==> src/nearest_centroid_confusion_counter_assert.svh <==
// Assertion macros for the nearest-centroid confusion counter.
`ifndef NEAREST_CENTROID_CONFUSION_COUNTER_ASSERT_SVH
`define NEAREST_CENTROID_CONFUSION_COUNTER_ASSERT_SVH

// Same-cycle implication, disabled while reset is held.
`define NCC_ASSERT_NOW(label, clk, rst_n, ante, cons) \
    label: assert property (@(posedge clk) disable iff (!rst_n) (ante) |-> (cons)) \
        else $error("ncc assertion failed");

// Next-cycle implication, disabled while reset is held.
`define NCC_ASSERT_NEXT(label, clk, rst_n, ante, cons) \
    label: assert property (@(posedge clk) disable iff (!rst_n) (ante) |=> (cons)) \
        else $error("ncc assertion failed");

`endif

==> src/ncc_pkg.sv <==
// Shared constants, request codes and types of the nearest-centroid confusion counter.
package ncc_pkg;

    localparam int NUM_CLASSES_DEF = 6;
    localparam int SAMPLE_BITS_DEF = 12;
    localparam int COUNT_BITS_DEF  = 16;

    localparam int REQ_W      = 2;
    localparam int IDX_IN_W   = 3;
    localparam int WIN_OUT_W  = 3;
    localparam int DIST_OUT_W = 26;
    localparam int CNT_OUT_W  = 16;

    localparam logic [REQ_W-1:0] REQ_LOAD     = 2'd0;
    localparam logic [REQ_W-1:0] REQ_CLASSIFY = 2'd1;
    localparam logic [REQ_W-1:0] REQ_CLEAR    = 2'd2;
    localparam logic [REQ_W-1:0] REQ_READ     = 2'd3;

    typedef struct packed {
        logic rd;
        logic wr;
        logic clr;
    } t_mem_cmd;

endpackage

==> src/ncc_cell.sv <==
// One chain cell: holds a centroid and folds its distance into the running best.
module ncc_cell
    import ncc_pkg::*;
#(
    parameter int SAMPLE_BITS = SAMPLE_BITS_DEF,
    parameter int IDX_W       = 3,
    parameter int CELL_INDEX  = 0,
    localparam int DIST_W     = 2 * SAMPLE_BITS + 2
) (
    input  logic                   i_clk,
    input  logic                   i_rst_n,
    input  logic                   i_load,
    input  logic [SAMPLE_BITS-1:0] i_x,
    input  logic [SAMPLE_BITS-1:0] i_y,
    input  logic [SAMPLE_BITS-1:0] i_z,
    input  logic                   i_vld,
    input  logic [DIST_W-1:0]      i_dist,
    input  logic [IDX_W-1:0]       i_idx,
    output logic                   o_vld,
    output logic [DIST_W-1:0]      o_dist,
    output logic [IDX_W-1:0]       o_idx
);

    localparam int SQ_W = 2 * SAMPLE_BITS;

    logic [SAMPLE_BITS-1:0] r_cx, r_cy, r_cz;
    logic [SQ_W-1:0]        r_sq_x, r_sq_y, r_sq_z;
    logic                   r_a_vld, r_b_vld;
    logic [DIST_W-1:0]      r_a_dist, r_b_dist;
    logic [IDX_W-1:0]       r_a_idx, r_b_idx;
    logic [SAMPLE_BITS-1:0] w_dx, w_dy, w_dz;
    logic [DIST_W-1:0]      n_sum;

    assign w_dx = (i_x > r_cx) ? i_x - r_cx : r_cx - i_x;
    assign w_dy = (i_y > r_cy) ? i_y - r_cy : r_cy - i_y;
    assign w_dz = (i_z > r_cz) ? i_z - r_cz : r_cz - i_z;

    assign n_sum = DIST_W'(r_sq_x) + DIST_W'(r_sq_y) + DIST_W'(r_sq_z);

    always_ff @(posedge i_clk) begin
        if (!i_rst_n) begin
            r_cx    <= '0;
            r_cy    <= '0;
            r_cz    <= '0;
            r_a_vld <= 1'b0;
            r_b_vld <= 1'b0;
        end else begin
            if (i_load) begin
                r_cx <= i_x;
                r_cy <= i_y;
                r_cz <= i_z;
            end
            r_a_vld <= i_vld;
            r_b_vld <= r_a_vld;
        end
    end

    // stage A: squares of the axis differences
    always_ff @(posedge i_clk) begin
        r_sq_x   <= SQ_W'(w_dx) * SQ_W'(w_dx);
        r_sq_y   <= SQ_W'(w_dy) * SQ_W'(w_dy);
        r_sq_z   <= SQ_W'(w_dz) * SQ_W'(w_dz);
        r_a_dist <= i_dist;
        r_a_idx  <= i_idx;
    end

    // stage B: strict compare keeps the lower index on a tie
    always_ff @(posedge i_clk) begin
        if (n_sum < r_a_dist) begin
            r_b_dist <= n_sum;
            r_b_idx  <= IDX_W'(CELL_INDEX);
        end else begin
            r_b_dist <= r_a_dist;
            r_b_idx  <= r_a_idx;
        end
    end

    assign o_vld  = r_b_vld;
    assign o_dist = r_b_dist;
    assign o_idx  = r_b_idx;

endmodule

==> config.mk <==
export PLATFORM = sky130hd
export DESIGN_NAME = ncc_cell
export DESIGN_NICKNAME = d
export VERILOG_FILES = /design/src/nearest_centroid_confusion_counter_assert.svh /design/src/ncc_pkg.sv /design/src/ncc_cell.sv
export SDC_FILE = /design/constraint.sdc
export NUM_CORES = 1
export LEC_CHECK = 0
export ABC_AREA = 1
export BUFFER_PORTS_ARGS = -buffer_cell sky130_fd_sc_hd__buf_2
export CELL_PAD_IN_SITES_DETAIL_PLACEMENT = 0
export CELL_PAD_IN_SITES_GLOBAL_PLACEMENT = 2
export CORE_MARGIN = 4
export CORE_UTILIZATION = 38
export DETAILED_ROUTE_END_ITERATION = 10
export PLACE_DENSITY = 0.82
export SYNTH_ARGS = -nofsm -noshare
export SYNTH_HDL_FRONTEND = slang
export SYNTH_SLANG_ARGS = --single-unit
==> constraint.sdc <==
create_clock -name i_clk -period 8.07 [get_ports i_clk]
set_input_delay 0.807 -clock i_clk [delete_from_list [all_inputs] [get_ports i_clk]]
set_output_delay 0.807 -clock i_clk [all_outputs]
set_load 0.05 [all_outputs]
# [Word level (Yosys, flattened, before mapping)]
# Cells that the tools add are included.
[word_totals] regBits=168 out_inout_bits=30 inputBits=69
[classes] multipliers=3 add_sub_neg=8 mux=4 order_cmp=4
[op_table] operator="12-bit by 12-bit multiplier with 24-bit output" n=3
[op_table] operator="12-bit subtractor" n=6
[op_table] operator="12-bit > comparator" n=3
[op_table] operator="12-bit 2-to-1 mux" n=3
[op_table] operator="25-bit by 24-bit adder with 26-bit output" n=1
[op_table] operator="26-bit < comparator" n=1
[op_table] operator="26-bit 2-to-1 mux" n=1
[op_table] operator="24-bit by 24-bit adder with 25-bit output" n=1

# [Depth between registers and ports, before layout]
[depth] word_depth=4 depth_mapped=36 depth_no_buf=35

# [Worst setup path before layout]
# OpenSTA, ideal clock, no wires.
[synth_path] path_kind="in2reg" start="input i_y[0]" end="register r_sq_y[19]" setup_ns=0.117 t_arrival_ns=6.424 path_buffers=0 required_time_ns=7.953 setup_slack_ns=1.529 stages=34 path_cell_list="inv_1 -> ha_1 -> inv_1 -> fa_1 -> nand3_1 -> nand3_1 -> nand3_1 -> nand3_2 -> nand2_4 -> inv_2 -> nand2_1 -> nand2_2 -> inv_1 -> nand2_1 -> fa_1 -> inv_1 -> fa_1 -> inv_1 -> fa_1 -> inv_1 -> fa_1 -> inv_1 -> fa_1 -> inv_1 -> ha_1 -> nand2_1 -> o21ai_0 -> a21oi_1 -> o21ai_0 -> nand2_1 -> inv_1 -> nor2_1 -> nand2_1 -> nand2_1"
[synth_between] elab_chain_len=3 elab_cells_between_ends=5 classes_between="add/sub: 2; mul: 1; order compare: 1; mux: 1"
[synth_lines] element="from (decl)" line="ncc_cell.sv:14" source="input logic [SAMPLE_BITS-1:0] i_y,"
[synth_lines] element="12-bit subtractor / 12-bit > comparator (equally long branches)" line="ncc_cell.sv:35" source="assign w_dy = (i_y > r_cy) ? i_y - r_cy : r_cy - i_y;"
[synth_lines] element="12-bit 2-to-1 mux *" line="ncc_cell.sv:35"
[synth_lines] element="12-bit by 12-bit multiplier with 24-bit output *" line="ncc_cell.sv:61" source="r_sq_y <= SQ_W'(w_dy) * SQ_W'(w_dy);"
[synth_lines] element="to (signal assigned)" line="ncc_cell.sv:61"
[synth_lines] element="to (decl)" line="ncc_cell.sv:27" source="logic [SQ_W-1:0] r_sq_x, r_sq_y, r_sq_z;"
# Every way passes the cells marked *; elsewhere a longest branch is shown, timed or not.
# A chain may end at the register's enable or synchronous reset.

# [Worst setup path after layout]
[layout_path] start="input i_z[0]" end="register r_sq_z[15]"
[layout_between] elab_chain_len=3 elab_cells_between_ends=5 classes_between="add/sub: 2; mul: 1; order compare: 1; mux: 1"
[layout_lines] element="from (decl)" line="ncc_cell.sv:15" source="input logic [SAMPLE_BITS-1:0] i_z,"
[layout_lines] element="12-bit subtractor / 12-bit > comparator (equally long branches)" line="ncc_cell.sv:36" source="assign w_dz = (i_z > r_cz) ? i_z - r_cz : r_cz - i_z;"
[layout_lines] element="12-bit 2-to-1 mux *" line="ncc_cell.sv:36"
[layout_lines] element="12-bit by 12-bit multiplier with 24-bit output *" line="ncc_cell.sv:62" source="r_sq_z <= SQ_W'(w_dz) * SQ_W'(w_dz);"
[layout_lines] element="to (signal assigned)" line="ncc_cell.sv:62"
[layout_lines] element="to (decl)" line="ncc_cell.sv:27"
# Marks and branches as above.

==> flow_summary_export.csv <==
group,metric,value,unit
detailed_routing,drt_iter0_markers,949,
worst_hold_path,hold_end,"o_idx[0]",
clock_tree,path_clk_slew,0.07,ns
setup_path,crit_required,8.48,ns
global_route,grt-ovfl-total,0,
global_route,track_usage,19.5,%
sta,slew_headroom,54.7,%
clock_tree,clkLatencyLatePin,0.49,ns
clock_tree,cts_max_path_buffers,2,
clock_tree,cts_root_buf,"clkbuf_16",
sta,finalMaxSlewViolations,0,
detailed_routing,post_drt_wl_per_cell,15.1,µm
cells_and_area,final_cells,3975,
synth,yosys_warnings,0,
clock_tree,hold_buffers,0,
synth,avgSynthCellArea,7.34,µm²
clock_tree,clock_sinks,165,
sta,setup_viol,0,
clock_tree,cts_resized,0,
cells_and_area,nNetsFinal,3809,
synth,yosysUniqueCellTypes,39,
sta,finalWorstPathRequiredPeriod,7.16,ns
worst_hold_path,hold_path_depth,2,
setup_path,path_buf_inv,8,
clock_tree,htree_levels,4,
worst_hold_path,hold_class,"reg2reg",
cells_and_area,areaGrowthSynthToFinish,7.65,%
detailed_routing,firstDrtPassIters,5,
setup_path,path_delay_family,"adder cells",
placement,dp_cells,3945,
setup_path,rr_startpoint,"r_cz[0]",
placement,gp_congestion,0.937,
sta,period_share,88.7,%
floorplan,start_util,38.6,%
setup_path,crit_path_end_kind,"register",
worst_hold_path,min_from,"r_a_idx[0]",
floorplan,io_pins,99,
sta,worstMarginPinSlew,0.680,ns
detailed_routing,route.detailed.drc,0,
floorplan,dieArea,64200,µm²
setup_path,worstSetupStartpointType,"primary input",
detailed_routing,ant_nets,0,
placement,io_buffers,98,
floorplan,rows,89,
cells_and_area,n_antenna_cell,0,
synth,synth_xor_area_share,3.75,%
sta,setup-tns-final,0,ns
global_route,grt_max_degree,68,
cells_and_area,drive_gt1_share,7.12,%
synth,synth_top_family_by_area,"adder cells",
synth,netlist_area,22900,µm²
detailed_routing,via_per_inst,4.76,
setup_path,cpPeakStageDelay,0.55,ns
sta,fin_skew,0.0168,ns
synth,synthAdderAreaFrac,38.7,%
status,outcome,"complete, no violations",
sta,clock.fmax,140,MHz
synth,synth.yosys.seq_area_share,14.4,%
synth,ys_seq_elements,165,
setup_path,r2r-end,"r_sq_z[15]",
synth,muxShareOfSynthArea,0,%
clock_tree,cts_tree,"yes",
synth,yosys.area.top_type_share,23.2,%
synth,yosysMostFrequentCell,"inv_1",
setup_path,arrival,7.57,ns
synth,async_reset_ff_share,0,%
job,cap_violations,0,
detailed_routing,vias,18900,
synth,synthCells,3117,
clock_tree,post_cts_buffers,0,
global_route,antenna_found_initial,0,
placement,dp_hpwl,51800,µm
detailed_routing,finalWirelength,60000,µm
setup_path,r2r_cells,27,
sta,hold_viol,0,
synth,yosys.area.top_type,"fa_1",
setup_path,path_max_fanout,13,
setup_path,slowest_stage,"fa_1",
floorplan,die_h,253,µm
clock_tree,cts_made_buffers,17,
synth,synth-edff-count,0,
global_route,first_global_vias,19700,
synth,synthTopCellsByCount,"inv_1 (693), nand2_1 (690), ha_1 (284)",
global_route,grt_pass1_wl,100000,µm
setup_path,rrSetupSlack,1.07,ns
setup_path,path_class,"in2reg",
synth,synth_ff_type,"dfxtp_1",
synth,yosys.area_share.simple,21.9,%
synth,synthTopCellsByArea,"fa_1 (23%), ha_1 (16%), dfxtp_1 (14%)",
floorplan,die_w,253,µm
floorplan,core,59400,µm²
sta,rsz0062_at_grt,"no",
synth,synth_compound_area_share,8.19,%
-- cells in the final DEF (no fill, tap or decap), types with 4 or more instances in the layout --
cell and n:
inv_6 4, fa_1 265, and2_1 6, nor2_4 8, nand2_2 31, nor2_2 24, clkbuf_16 17, a21oi_1 182
nand2_1 690, ha_1 284, nor3_1 17, nand3b_1 4, o21ai_0 123, buf_2 98, xnor2_1 26, nand4_1 40
dfxtp_1 165, xor2_1 72, buf_4 5, nand3_1 117, a21o_1 10, inv_2 20, o21bai_1 14, a21boi_0 4
o21ai_1 7, nor2_1 235, nor4_1 6, inv_1 693, o21ai_2 4
-- how the worst max path moves through the flow --
stage / depth (start not counted) / slack (ns) / end / startpoint
floorplan: 34 / 1.53 / r_sq_y[19] / i_y[0]
global placement: 29 / 0.61 / r_sq_z[23] / i_z[0]
detailed placement: 26 / 0.46 / r_sq_z[15] / i_z[0]
CTS: 26 / 0.96 / r_sq_z[15] / i_z[0]
global route: 26 / 0.35 / r_sq_z[15] / i_z[0]
finish: 29 / 0.91 / r_sq_z[15] / i_z[0]
-- per-layer routing --
| layer | part of all wire (%) | track usage, % | routed length, µm | vias up |
|---|---|---|---|---|
| met5 | 0 | 0 | 0 | - |
| met4 | 2.3 | 5.59 | 1380 | 0 |
| met3 | 4.3 | 3.30 | 2570 | 77 |
| met2 | 46 | 32.8 | 27700 | 352 |
| met1 | 47 | 25.9 | 28400 | 8842 |
| li1 | - | - | - | 9662 |
-- logic make-up after synthesis --
family                     Yosys count
adders and majority gates          549
AOI/OAI and AO/OA                  353
buffers and inverters              763
xor gates and xnor gates            98
DFF                                165
other                                2
and+or+nand+nor                   1187
-- flip-flops by register name, summed over array words and instances (netlist names) --
| name | flops |
|---|---|
| r_a_dist | 26 |
| r_sq_y | 23 |
| r_a_idx | 3 |
| r_cx | 12 |
| o_idx | 3 |
| r_cy | 12 |
| r_cz | 12 |
| r_sq_z | 23 |
| r_sq_x | 23 |
| o_dist | 26 |
| o_vld | 1 |
| r_a_vld | 1 |
-- per-stage QoR --
stage / hold WS (ns) / util [%] / setup slack [ns] / area (µm²)
3_3_place_gp: 0.403 / 40.6 / 0.611 / 24100
2_1_floorplan: 0.390 / - / 1.53 / 22900
3_5_place_dp: 0.401 / 40.6 / 0.456 / 24100
4_1_cts: 0.378 / 41.5 / 0.958 / 24600
6_report: 0.411 / 41.5 / 0.908 / 24600
5_1_grt: 0.387 / 41.5 / 0.349 / 24600
-- area by class of cell --
type / count / area [µm²]
clock inverter: 12 / 120
multi-input combinational: 2190 / 16600
sequential: 165 / 3300
timing repair buffer: 103 / 528
tap: 773 / 967
clock buffer: 18 / 429
inverter: 714 / 2680
fill: 6173 / 34700
-- tightest hold or removal path, delay by kind of cell (launching register included) --
family | cells | cell delay [ns]
flip-flops | 1 | 0.30
buffers and inverters | 1 | 0.04
AND/OR/NAND/NOR | 1 | 0.03
Power is left out: the tool's default activity adds up to more than one toggle a clock period on the data nets, which glitch-free logic cannot reach.
