===== src/nearest_centroid_confusion_counter_assert.svh =====
// Assertion macros for the nearest-centroid confusion counter.
`ifndef NEAREST_CENTROID_CONFUSION_COUNTER_ASSERT_SVH
`define NEAREST_CENTROID_CONFUSION_COUNTER_ASSERT_SVH

// Same-cycle implication, disabled while reset is held.
`define NCC_ASSERT_NOW(label, clk, rst_n, ante, cons) \
    label: assert property (@(posedge clk) disable iff (!rst_n) (ante) |-> (cons)) \
        else $error("ncc assertion failed");

// Next-cycle implication, disabled while reset is held.
`define NCC_ASSERT_NEXT(label, clk, rst_n, ante, cons) \
    label: assert property (@(posedge clk) disable iff (!rst_n) (ante) |=> (cons)) \
        else $error("ncc assertion failed");

`endif


===== src/ncc_pkg.sv =====
// Shared constants, request codes and types of the nearest-centroid confusion counter.
package ncc_pkg;

    localparam int NUM_CLASSES_DEF = 6;
    localparam int SAMPLE_BITS_DEF = 12;
    localparam int COUNT_BITS_DEF  = 16;

    localparam int REQ_W      = 2;
    localparam int IDX_IN_W   = 3;
    localparam int WIN_OUT_W  = 3;
    localparam int DIST_OUT_W = 26;
    localparam int CNT_OUT_W  = 16;

    localparam logic [REQ_W-1:0] REQ_LOAD     = 2'd0;
    localparam logic [REQ_W-1:0] REQ_CLASSIFY = 2'd1;
    localparam logic [REQ_W-1:0] REQ_CLEAR    = 2'd2;
    localparam logic [REQ_W-1:0] REQ_READ     = 2'd3;

    typedef struct packed {
        logic rd;
        logic wr;
        logic clr;
    } t_mem_cmd;

endpackage


===== src/ncc_count_mem.sv =====
// Confusion counter store: single-port memory with per-entry valid bits for clearing.
module ncc_count_mem
    import ncc_pkg::*;
#(
    parameter int DEPTH   = NUM_CLASSES_DEF * NUM_CLASSES_DEF,
    parameter int DATA_W  = COUNT_BITS_DEF,
    localparam int ADDR_W = $clog2(DEPTH)
) (
    input  logic              i_clk,
    input  logic              i_rst_n,
    input  t_mem_cmd          i_cmd,
    input  logic [ADDR_W-1:0] i_addr,
    input  logic [DATA_W-1:0] i_wdata,
    output logic [DATA_W-1:0] o_rdata
);

    logic [DATA_W-1:0] r_mem [DEPTH];
    logic [DEPTH-1:0]  r_vld;
    logic [DATA_W-1:0] r_rdata;
    logic              r_rvld;

    always_ff @(posedge i_clk) begin
        if (i_cmd.wr) begin
            r_mem[i_addr] <= i_wdata;
        end
        if (i_cmd.rd) begin
            r_rdata <= r_mem[i_addr];
        end
    end

    // an entry not written since the last clear reads as zero
    always_ff @(posedge i_clk) begin
        if (!i_rst_n) begin
            r_vld  <= '0;
            r_rvld <= 1'b0;
        end else begin
            if (i_cmd.clr) begin
                r_vld <= '0;
            end else if (i_cmd.wr) begin
                r_vld[i_addr] <= 1'b1;
            end
            if (i_cmd.rd) begin
                r_rvld <= r_vld[i_addr];
            end
        end
    end

    assign o_rdata = r_rvld ? r_rdata : '0;

endmodule


===== config.mk =====
export PLATFORM = sky130hd
export DESIGN_NAME = ncc_count_mem
export DESIGN_NICKNAME = d
export VERILOG_FILES = /design/src/nearest_centroid_confusion_counter_assert.svh /design/src/ncc_pkg.sv /design/src/ncc_count_mem.sv
export SDC_FILE = /design/constraint.sdc
export NUM_CORES = 1
export LEC_CHECK = 0
export ABC_AREA = 1
export ABC_CLOCK_PERIOD_IN_PS = 2100
export BUFFER_PORTS_ARGS = -buffer_cell sky130_fd_sc_hd__buf_2
export CORE_MARGIN = 2
export CORE_UTILIZATION = 23
export CTS_CLUSTER_DIAMETER = 30
export DETAILED_ROUTE_END_ITERATION = 8
export GPL_ROUTABILITY_DRIVEN = 0
export PLACE_DENSITY_LB_ADDON = 0.2
export SYNTH_ARGS = -nofsm -noshare
export SYNTH_HDL_FRONTEND = slang
export SYNTH_SLANG_ARGS = --single-unit

===== constraint.sdc =====
create_clock -name i_clk -period 2.1 [get_ports i_clk]
set_input_delay 0 -clock i_clk [delete_from_list [all_inputs] [get_ports i_clk]]
set_output_delay 0 -clock i_clk [all_outputs]
set_load 0.02 [all_outputs]

# --- Word-level counts from Yosys, hierarchy flattened ---
# Memories as Yosys holds them, arrays and structs flattened. A register that Yosys moved wholly into a read port is not among the register bits.
# Cells that the tools add are included.
word_totals:
  regBits: 37
  ram_bits: 576
  inputBits: 27
  output_inout_bits: 16
  word_cells: 16
  memories: 1
memory_table:
  columns: ["name", "words", "word_bits", "rd", "rd_clocked_by_memory_dff", "wr", "line", "rtl"]
  rows:
  - ["r_mem", 36, 16, 1, 1, 1, "ncc_count_mem.sv:17", "logic [DATA_W-1:0] r_mem [DEPTH];"]
classes:
  order_cmp: 2
  mux: 7
  bitwise_logic: 2
  n_reduce_logical: 2
op_table:
  columns: ["cell", "count"]
  rows:
  - ["36-bit OR", 1]
  - ["16-bit two-way mux", 1]
  - ["6-bit by 7-bit < comparator with 1-bit output, second input constant", 1]
  - ["1-bit binary-select mux with 6-bit select", 1]
  - ["1-bit demux with 6-bit select", 1]
  - ["6-bit by 1-bit greater-or-equal comparator with 1-bit output, second input constant", 1]
  - ["1-bit two-way mux", 4]
  - ["2-bit OR reduction", 1]
  - ["1-bit logical AND", 1]
  - ["1-bit NOT", 1]

# --- Depth between registers and ports, before layout ---
# Gate-level depths: netlist of the first run.
depth:
  word_depth: 5
  ltp_mapped: 14
  depth_no_buf: 11

# --- Worst setup path before layout of the first run ---
# No wires, ideal clock.
synth_path:
  path_kind: "input -> register"
  startpoint: "in i_addr[5]"
  endpoint: "mem r_mem[16][0] (netlist bit), enable pin"
  setup_time_ns: 0.412
  arrival_ns: 1.761
  required_ns: 1.688
  path_slack_ns: -0.072
  path_stages: 4
  n_path_buf: 1
  cell_sequence: "buf_2 > nor3_4 > inv_2 > nor3_1"
synth_lines:
  columns: ["element", "line", "rtl"]
  rows:
  - ["start: declaration", "ncc_count_mem.sv:12", "input logic [ADDR_W-1:0] i_addr,"]
  - ["end: declaration", "ncc_count_mem.sv:17", null]
# No word-level cell before the write port.

# --- Final worst setup path of the first run ---
layout_path:
  startpoint: "reg r_vld[23]"
  endpoint: "reg r_rvld"
layout_via:
  elab_chain_cells: 2
layout_lines:
  columns: ["element", "line", "rtl"]
  rows:
  - ["start: declaration", "ncc_count_mem.sv:18", "logic [DEPTH-1:0] r_vld;"]
  - ["start signal: assignment", "ncc_count_mem.sv:34", "r_vld <= '0;"]
  - ["start signal: assignment", "ncc_count_mem.sv:38", "r_vld <= '0;"]
  - ["start signal: indexed assignment", "ncc_count_mem.sv:40", "r_vld[i_addr] <= 1'b1;"]
  - ["1-bit binary-select mux with 6-bit select", "ncc_count_mem.sv:43", "r_rvld <= r_vld[i_addr];"]
  - ["1-bit two-way mux (not written as such)", "ncc_count_mem.sv:43", null]
  - ["end signal: assignment", "ncc_count_mem.sv:43", null]
  - ["end: declaration", "ncc_count_mem.sv:20", "logic r_rvld;"]
# No other way between the ends. The select of a mux whose other input is x is not followed.
# A chain may end at the register's enable or synchronous reset.

==> results of run 1 <==
## stage by stage
step	setup slack (ns)	area, µm²	hold slack, ns	std cells
finish	0.2393	33860	0.09632	4186
global route	0.1378	33860	0.1403	4185
CTS	0.05460	33850	0.05154	4184
detailed placement	0.03351	28620	0.3342	3895
global placement	0.001316	28620	0.3350	3895
floorplan	0.1354	25540	0.09887	2361
## flip-flops by register name, summed over array words and instances, names as in the netlist
name	cells
r_rdata	16
r_vld	36
r_rvld	1
r_mem	576
## where the power goes
part / internal, mW / leakage (nW) / switching, mW
Clock: 15.7 / 2.42 / 7.17
Sequential: 13.9 / 5.64 / 0.0327
Combinational: 0.470 / 4.95 / 1.26
Total: 30.0 / 13.0 / 8.46
## repair_timing
action                                  4_1_cts  5_1_grt
resized for setup                             0        1
endpoints found under the setup margin        0        1
hold endpoints to repair                    567        0
setup buffers                                 0        0
hold buffers                                 22        0
## worst max-delay path, stage by stage, from the launching register on
cell and delay [ns]:
dfxtp_1 0.31, nand2_1 0.05, nand2_1 0.05, nand2_1 0.05, nand2_1 0.06, nand2_1 0.13
nand2_1 0.18, nand2_1 0.14, nand3_1 0.09, nor2_1 0.10, nor2_1 0.04, dlygate4sd3_1 0.54
## cell usage in the layout, fill, tap and decap left out
cell / instances
nand2_1: 1078
nor2_4: 2
nor3_4: 1
inv_8: 1
inv_16: 4
diode_2: 2
clkinvlp_4: 10
inv_1: 52
nor3_2: 9
dfxtp_1: 36
edfxtp_1: 592
buf_12: 46
dfxtp_2: 1
buf_8: 1
clkinv_2: 23
clkbuf_8: 2
clkinv_4: 1
a22oi_1: 8
nor3_1: 2
inv_4: 1
inv_6: 7
o21ai_0: 63
a21oi_1: 148
or2_2: 10
buf_2: 40
nor2_1: 192
inv_2: 5
clkinv_8: 4
bufinv_16: 24
nand3_1: 20
clkinv_1: 26
nor2_2: 12
o21ai_1: 12
dlygate4sd3_1: 22
clkinv_16: 2
buf_4: 73
clkbuf_1: 21
clkbuf_16: 145
## cell families after synthesis
kind of cell / after synthesis
AO/OA/AOI/OAI: 231
flip-flops: 629
AND/OR/NAND/NOR: 1326
buffers and inverters: 175
## area by class of cell
class	instances	area (µm²)
antenna	2	5.005
clock buffer	168	3735
clock inverter	99	1276
fill	11240	76500
inverter	61	239.0
multi-input combinational	1557	6320
sequential	629	18520
tap	1488	1862
timing repair buffer	182	1904
## cell usage after synthesis
cell      count
nand3_1      20
nor2_4        2
nor2_2        3
a22oi_1       8
nor3_1        5
edfxtp_1    592
nor2_1      201
a21oi_1     148
or2_2        10
inv_2         5
buf_4         4
clkinv_1      3
buf_2        50
clkbuf_1     41
nor3_2        6
buf_1        19
nor3_4        1
inv_1        53
nand2_1    1078
dfxtp_1      37
o21ai_1      12
o21ai_0      63
## routing by layer
metal  vias up  wire length [µm]
li1       8375                 -
met1      8628             36390
met2       477             38350
met3       120              4791
met4         0              1751
met5         -                 0
## worst min-delay path by stage
stage                          to  startpoint
floorplan             r_mem[0][0]  i_wdata[0]
global placement           r_rvld     i_rst_n
detailed placement         r_rvld     i_rst_n
CTS                  r_mem[33][6]   i_addr[4]
global route        r_mem[33][15]   i_addr[4]
finish                  r_vld[33]   i_addr[4]
==> impl_results.md, run 1 <==
* Status: complete, no violations
* Grt met2 use at 0.2316
* Clk_lat worst skew at 0.73 ns
* Worst Hold Class: in -> reg
* Die height at 337.2 µm
* H-tree depth at 4
* Gr usage total at 0.1441
* Hold Path Cell Cnt at 7
* Clock Tree Root: clkbuf_16
* Share of cells above drive strength 1 at 0.1573
* Tot Pwr at 38.48 mW
* Input/output buffers at 42
* GR Util met3 at 0.03505
* Vias post-DR at 17600
* Initial DRC count at 1284
* Crit path capture: r_rvld
* Leakage power at 13.01 nW
* Worst-case clock buffer depth at 3
* DIE AREA at 113700 µm²
* Avg Inst Size Synth at 10.82 µm²
* Mux contribution to synthesized area at 0
* WP data required at 2.70 ns
* Arrival time of the worst setup path at 2.46 ns
* CP Launch Type: flop
* Element type at the critical path end: flop
* Complex-gate fraction of the synthesized area at 0.04606
* CTS clk-pin slew, worst paths at 0.04 ns
* Syn Inst Count at 2361
* Synth Area in Simple Gates at 0.2000
* First-pass GRT wire length at 118.8 mm
* Largest family of logic cells by synthesized area: simple AND/OR/NAND/NOR gates
* # rows at 122
* XOR/XNOR Fraction of Synth Area at 0
* Slew margin rel. at 0.3839
* Drt via density at 4.204
* Busiest grt layer: met2
* Setup CP Type: reg -> reg
* GRT overflow at 0
* RSZ-0062 raised after global routing: no
* Final setup vio count at 0
* Worst-margin pin slew at 0.9242 ns
* R2R Setup Slk at 0.24 ns
* Synth Area in Adders at 0
* Mapped cell area at 25530 µm²
* Clk_skew at 0.01640 ns
* Worst reg2reg path depth at 11
* Synth cell types at 22
* Area Overhead vs Synth at 32.60%
* Sequential area share after synthesis at 0.7252
* Reg-to-Reg End: r_rvld
* CP Launch Point: r_vld[23]
* Pwr/cell area at 1137 nW/µm²
* Via count of the first global-routing pass at 17680
* M1 GR Usage at 0.1887
* Wire per inst at 19.42 µm
* Syn Nets at 2388
* Num Clock Sinks at 629
* Routed WL at 81.28 mm
* Final period util at 0.8860
* Drt drc at 0
* Hpwl dp at 48.74 mm
* Register bit total from synthesis at 629
* Synth area leader: edfxtp_1
* Core box area at 110400 µm²
* # Max-Cap Violations at 0
* Largest net degree at the start of global routing at 73
* Final design utilization at 0.3068
* Worst-path maximum fanout at 2
* Yosys top cell area share at 0.6962
* Starting Density at 0.2314
* CTS tree: yes
* Worst vdd ir at 0.5892 mV
* Final Hold Fails at 0
* TritonCTS buffer count at 145
* Routed Antenna Nets at 0
* Ys Warns at 0
* Fmax at 537.4 MHz
* Die width at 337.2 µm
* Drt pass-1 iters at 5
* Tmin final at 1.861 ns
* Setup TNS at 0 ns
* RR Startpoint: r_vld[23]
* Final net count at 2603
* Top Ports at 43
* Slew Limit Fails at 0
* Initial antenna violation count at 3
* Dominant cells by area after synthesis: edfxtp_1 70%, nand2_1 16%, nor2_1 3.0%
Note: power is estimated with default switching activity, not from simulation.
==> run 2: changes to the inputs <==
ABC_CLOCK_PERIOD_IN_PS = 2000   (was 2100)
CORE_ASPECT_RATIO = 1.25   (was not set)
clock period = 2 ns   (was 2.1 ns; I/O delays follow)
==> run 2 against run 1 <==
Largest cell class unchanged. Count of clock-buffer cells in the layout fell by 37. Clock power shrank 14%. Highest routed layer is now met5. Maximum frequency up 0.18%. Critical path type unchanged.
==> impl_results.md, run 2 (synthesized netlist as in run 1, its figures left out) <==
* RR Startpoint: r_mem[13][4]
* Routed WL at 84.92 mm
* Worst reg2reg path depth at 7
* Tmin final at 1.857 ns
* Share of cells above drive strength 1 at 0.1597
* Worst Hold Endpoint: r_mem[32][10]
* Seq. cell area at 18520 µm²
* H-tree depth at 3
* WP data required at 2.42 ns
* Vias post-DR at 17530
* Hold Path Cell Cnt at 5
* Pwr/cell area at 1094 nW/µm²
* CP Launch Type: flop
* Crit-path leading delay family: simple AND/OR/NAND/NOR gates
* RSZ-0062 raised after global routing: no
* Input/output buffers at 42
* # Max-Cap Violations at 0
* Setup TNS at 0 ns
* Hold path startpoint: i_addr[4]
* Most frequent cells in the layout: 1078 x nand2_1, 592 x edfxtp_1, 188 x nor2_1, 147 x a21oi_1, 116 x clkbuf_16
* Routed Antenna Nets at 0
* Clock Tree Root: clkbuf_16
* Drt via density at 4.251
* DIE AREA at 113700 µm²
* Worst-case clock buffer depth at 3
* First-pass GRT wire length at 123.3 mm
* Tot Pwr at 36.16 mW
* Biggest register: r_mem
* Fill cells at 11200
* # rows at 136
* Area Overhead vs Synth at 29.48%
* R2R Setup Slk at 0.14 ns
* CP max stage cell: a21oi_1
* Via count of the first global-routing pass at 17780
* Die width at 302.0 µm
* Initial antenna violation count at 4
* Final net count at 2602
* Final setup vio count at 0
* Final Hold Fails at 0
* Worst-margin pin slew at 0.7152 ns
* Post-CTS setup buffer count at 0
* Clk_skew at 0.02910 ns
* Status: complete, no violations
* Starting Density at 0.2319
* Gr usage total at 0.1498
* CTS clk-pin slew, worst paths at 0.05 ns
* Die height at 376.5 µm
* Max reg flops at 576
* Core box area at 110100 µm²
* Reg-to-Reg End: r_rdata[4]
* Top flop regs: r_mem x576, r_vld x36, r_rdata x16
* Drt drc at 0
* Antenna Cells at 0
* Fmax at 538.4 MHz
* Worst vdd ir at 0.6836 mV
* Top Ports at 43
* Clk_lat worst skew at 0.69 ns
* Setup CP Type: reg -> reg
* Final design utilization at 0.3003
* Most common cell after layout, fill and taps aside: nand2_1
* Num Clock Sinks at 629
* Crit path cell chain: nand2_1 > a21oi_1 > or2_2 > nand2_1 > nand2_1 > a21oi_1 > nand2_1
* Element type at the critical path end: flop
* CTS tree: yes
* Arrival time of the worst setup path at 2.27 ns
* Slew Limit Fails at 0
* Hpwl dp at 52.18 mm
* Wire per inst at 20.60 µm
* CP most frequent cell: nand2_1
* Worst path bufs/invs at 0
* Leakage power at 12.65 nW
* TritonCTS buffer count at 111
* GRT overflow at 0
* Largest net degree at the start of global routing at 72
* Worst-path maximum fanout at 1
* Slew margin rel. at 0.5232
* Worst Hold Class: in -> reg
* Final period util at 0.9286
* Drt pass-1 iters at 6
* Initial DRC count at 1316
* Worst path max stage delay at 0.51 ns
* Area occupied by multi-input gates at 6334 µm²
run 2: cell count changes in the layout (fill, tap and decap cells not counted), moves of 5 or more:
cell,before,now
bufinv_16,24,17
clkbuf_1,21,12
clkbuf_16,145,116
clkinvlp_4,10,15
buf_12,46,53
buf_4,73,100
clkinv_2,23,14
clkinv_4,1,13
clkinv_1,26,15
run 2: worst register-to-register path: cells and delay by family, from the launching register on:
family,cells,cell delay [ns]
compound gates,2,0.57
flops,1,0.36
simple gates,5,0.66
run 2: what timing repair did:
item	CTS	global route
endpoints found under the setup margin	0	1
resized for setup	0	1
hold buffers	21	0
endpoints found under the hold margin	538	0
run 2: how the worst max path moves through the flow:
stage               depth (start not counted)         start           end  slack [ns]
finish                                      7  r_mem[13][4]    r_rdata[4]        0.14
global route                                7  r_mem[12][4]    r_rdata[4]        0.06
CTS                                         7  r_mem[12][3]    r_rdata[3]       0.002
detailed placement                         11     i_addr[0]    r_rdata[3]       -0.42
global placement                           11     i_addr[0]    r_rdata[3]       -0.38
floorplan                                   7     i_addr[2]  r_mem[24][0]        0.04
run 2: report_power, final:
part	switching [mW]	internal (mW)	total (mW)
Sequential	0.0548	14.5	14.6
Combinational	1.36	0.549	1.91
Clock	6.78	12.9	19.7
Total	8.19	28.0	36.2
run 2: metal layers:
| layer | track usage | share of wire | vias to the layer above |
|---|---|---|---|
| li1 | - | - | 8350 |
| met1 | 0.1770 | 0.41 | 8594 |
| met2 | 0.2684 | 0.51 | 426 |
| met3 | 0.02404 | 0.042 | 153 |
| met4 | 0.06090 | 0.036 | 2 |
| met5 | 0 | 0.00020 | - |
run 2: area by class of cell:
cell class	instances	area share
Sequential cell	629	0.5601
Inverter	61	0.007228
Clock inverter	81	0.02827
Multi-Input combinational cell	1557	0.1916
Clock buffer	131	0.09041
Tap cell	1449	0.05483
Timing Repair Buffer	215	0.06763
run 2: through the flow:
step	instance area, µm²	hold WS [ns]	setup WS [ns]	cells
final	33060	0.1046	0.1427	4123
after global routing	33060	0.08341	0.06382	4123
after CTS	33060	0.03522	0.002289	4123
after detailed placement	28930	0.3283	-0.4183	3890
after global placement	28930	0.3283	-0.3828	3890
after floorplan	25540	0.09887	0.03540	2361
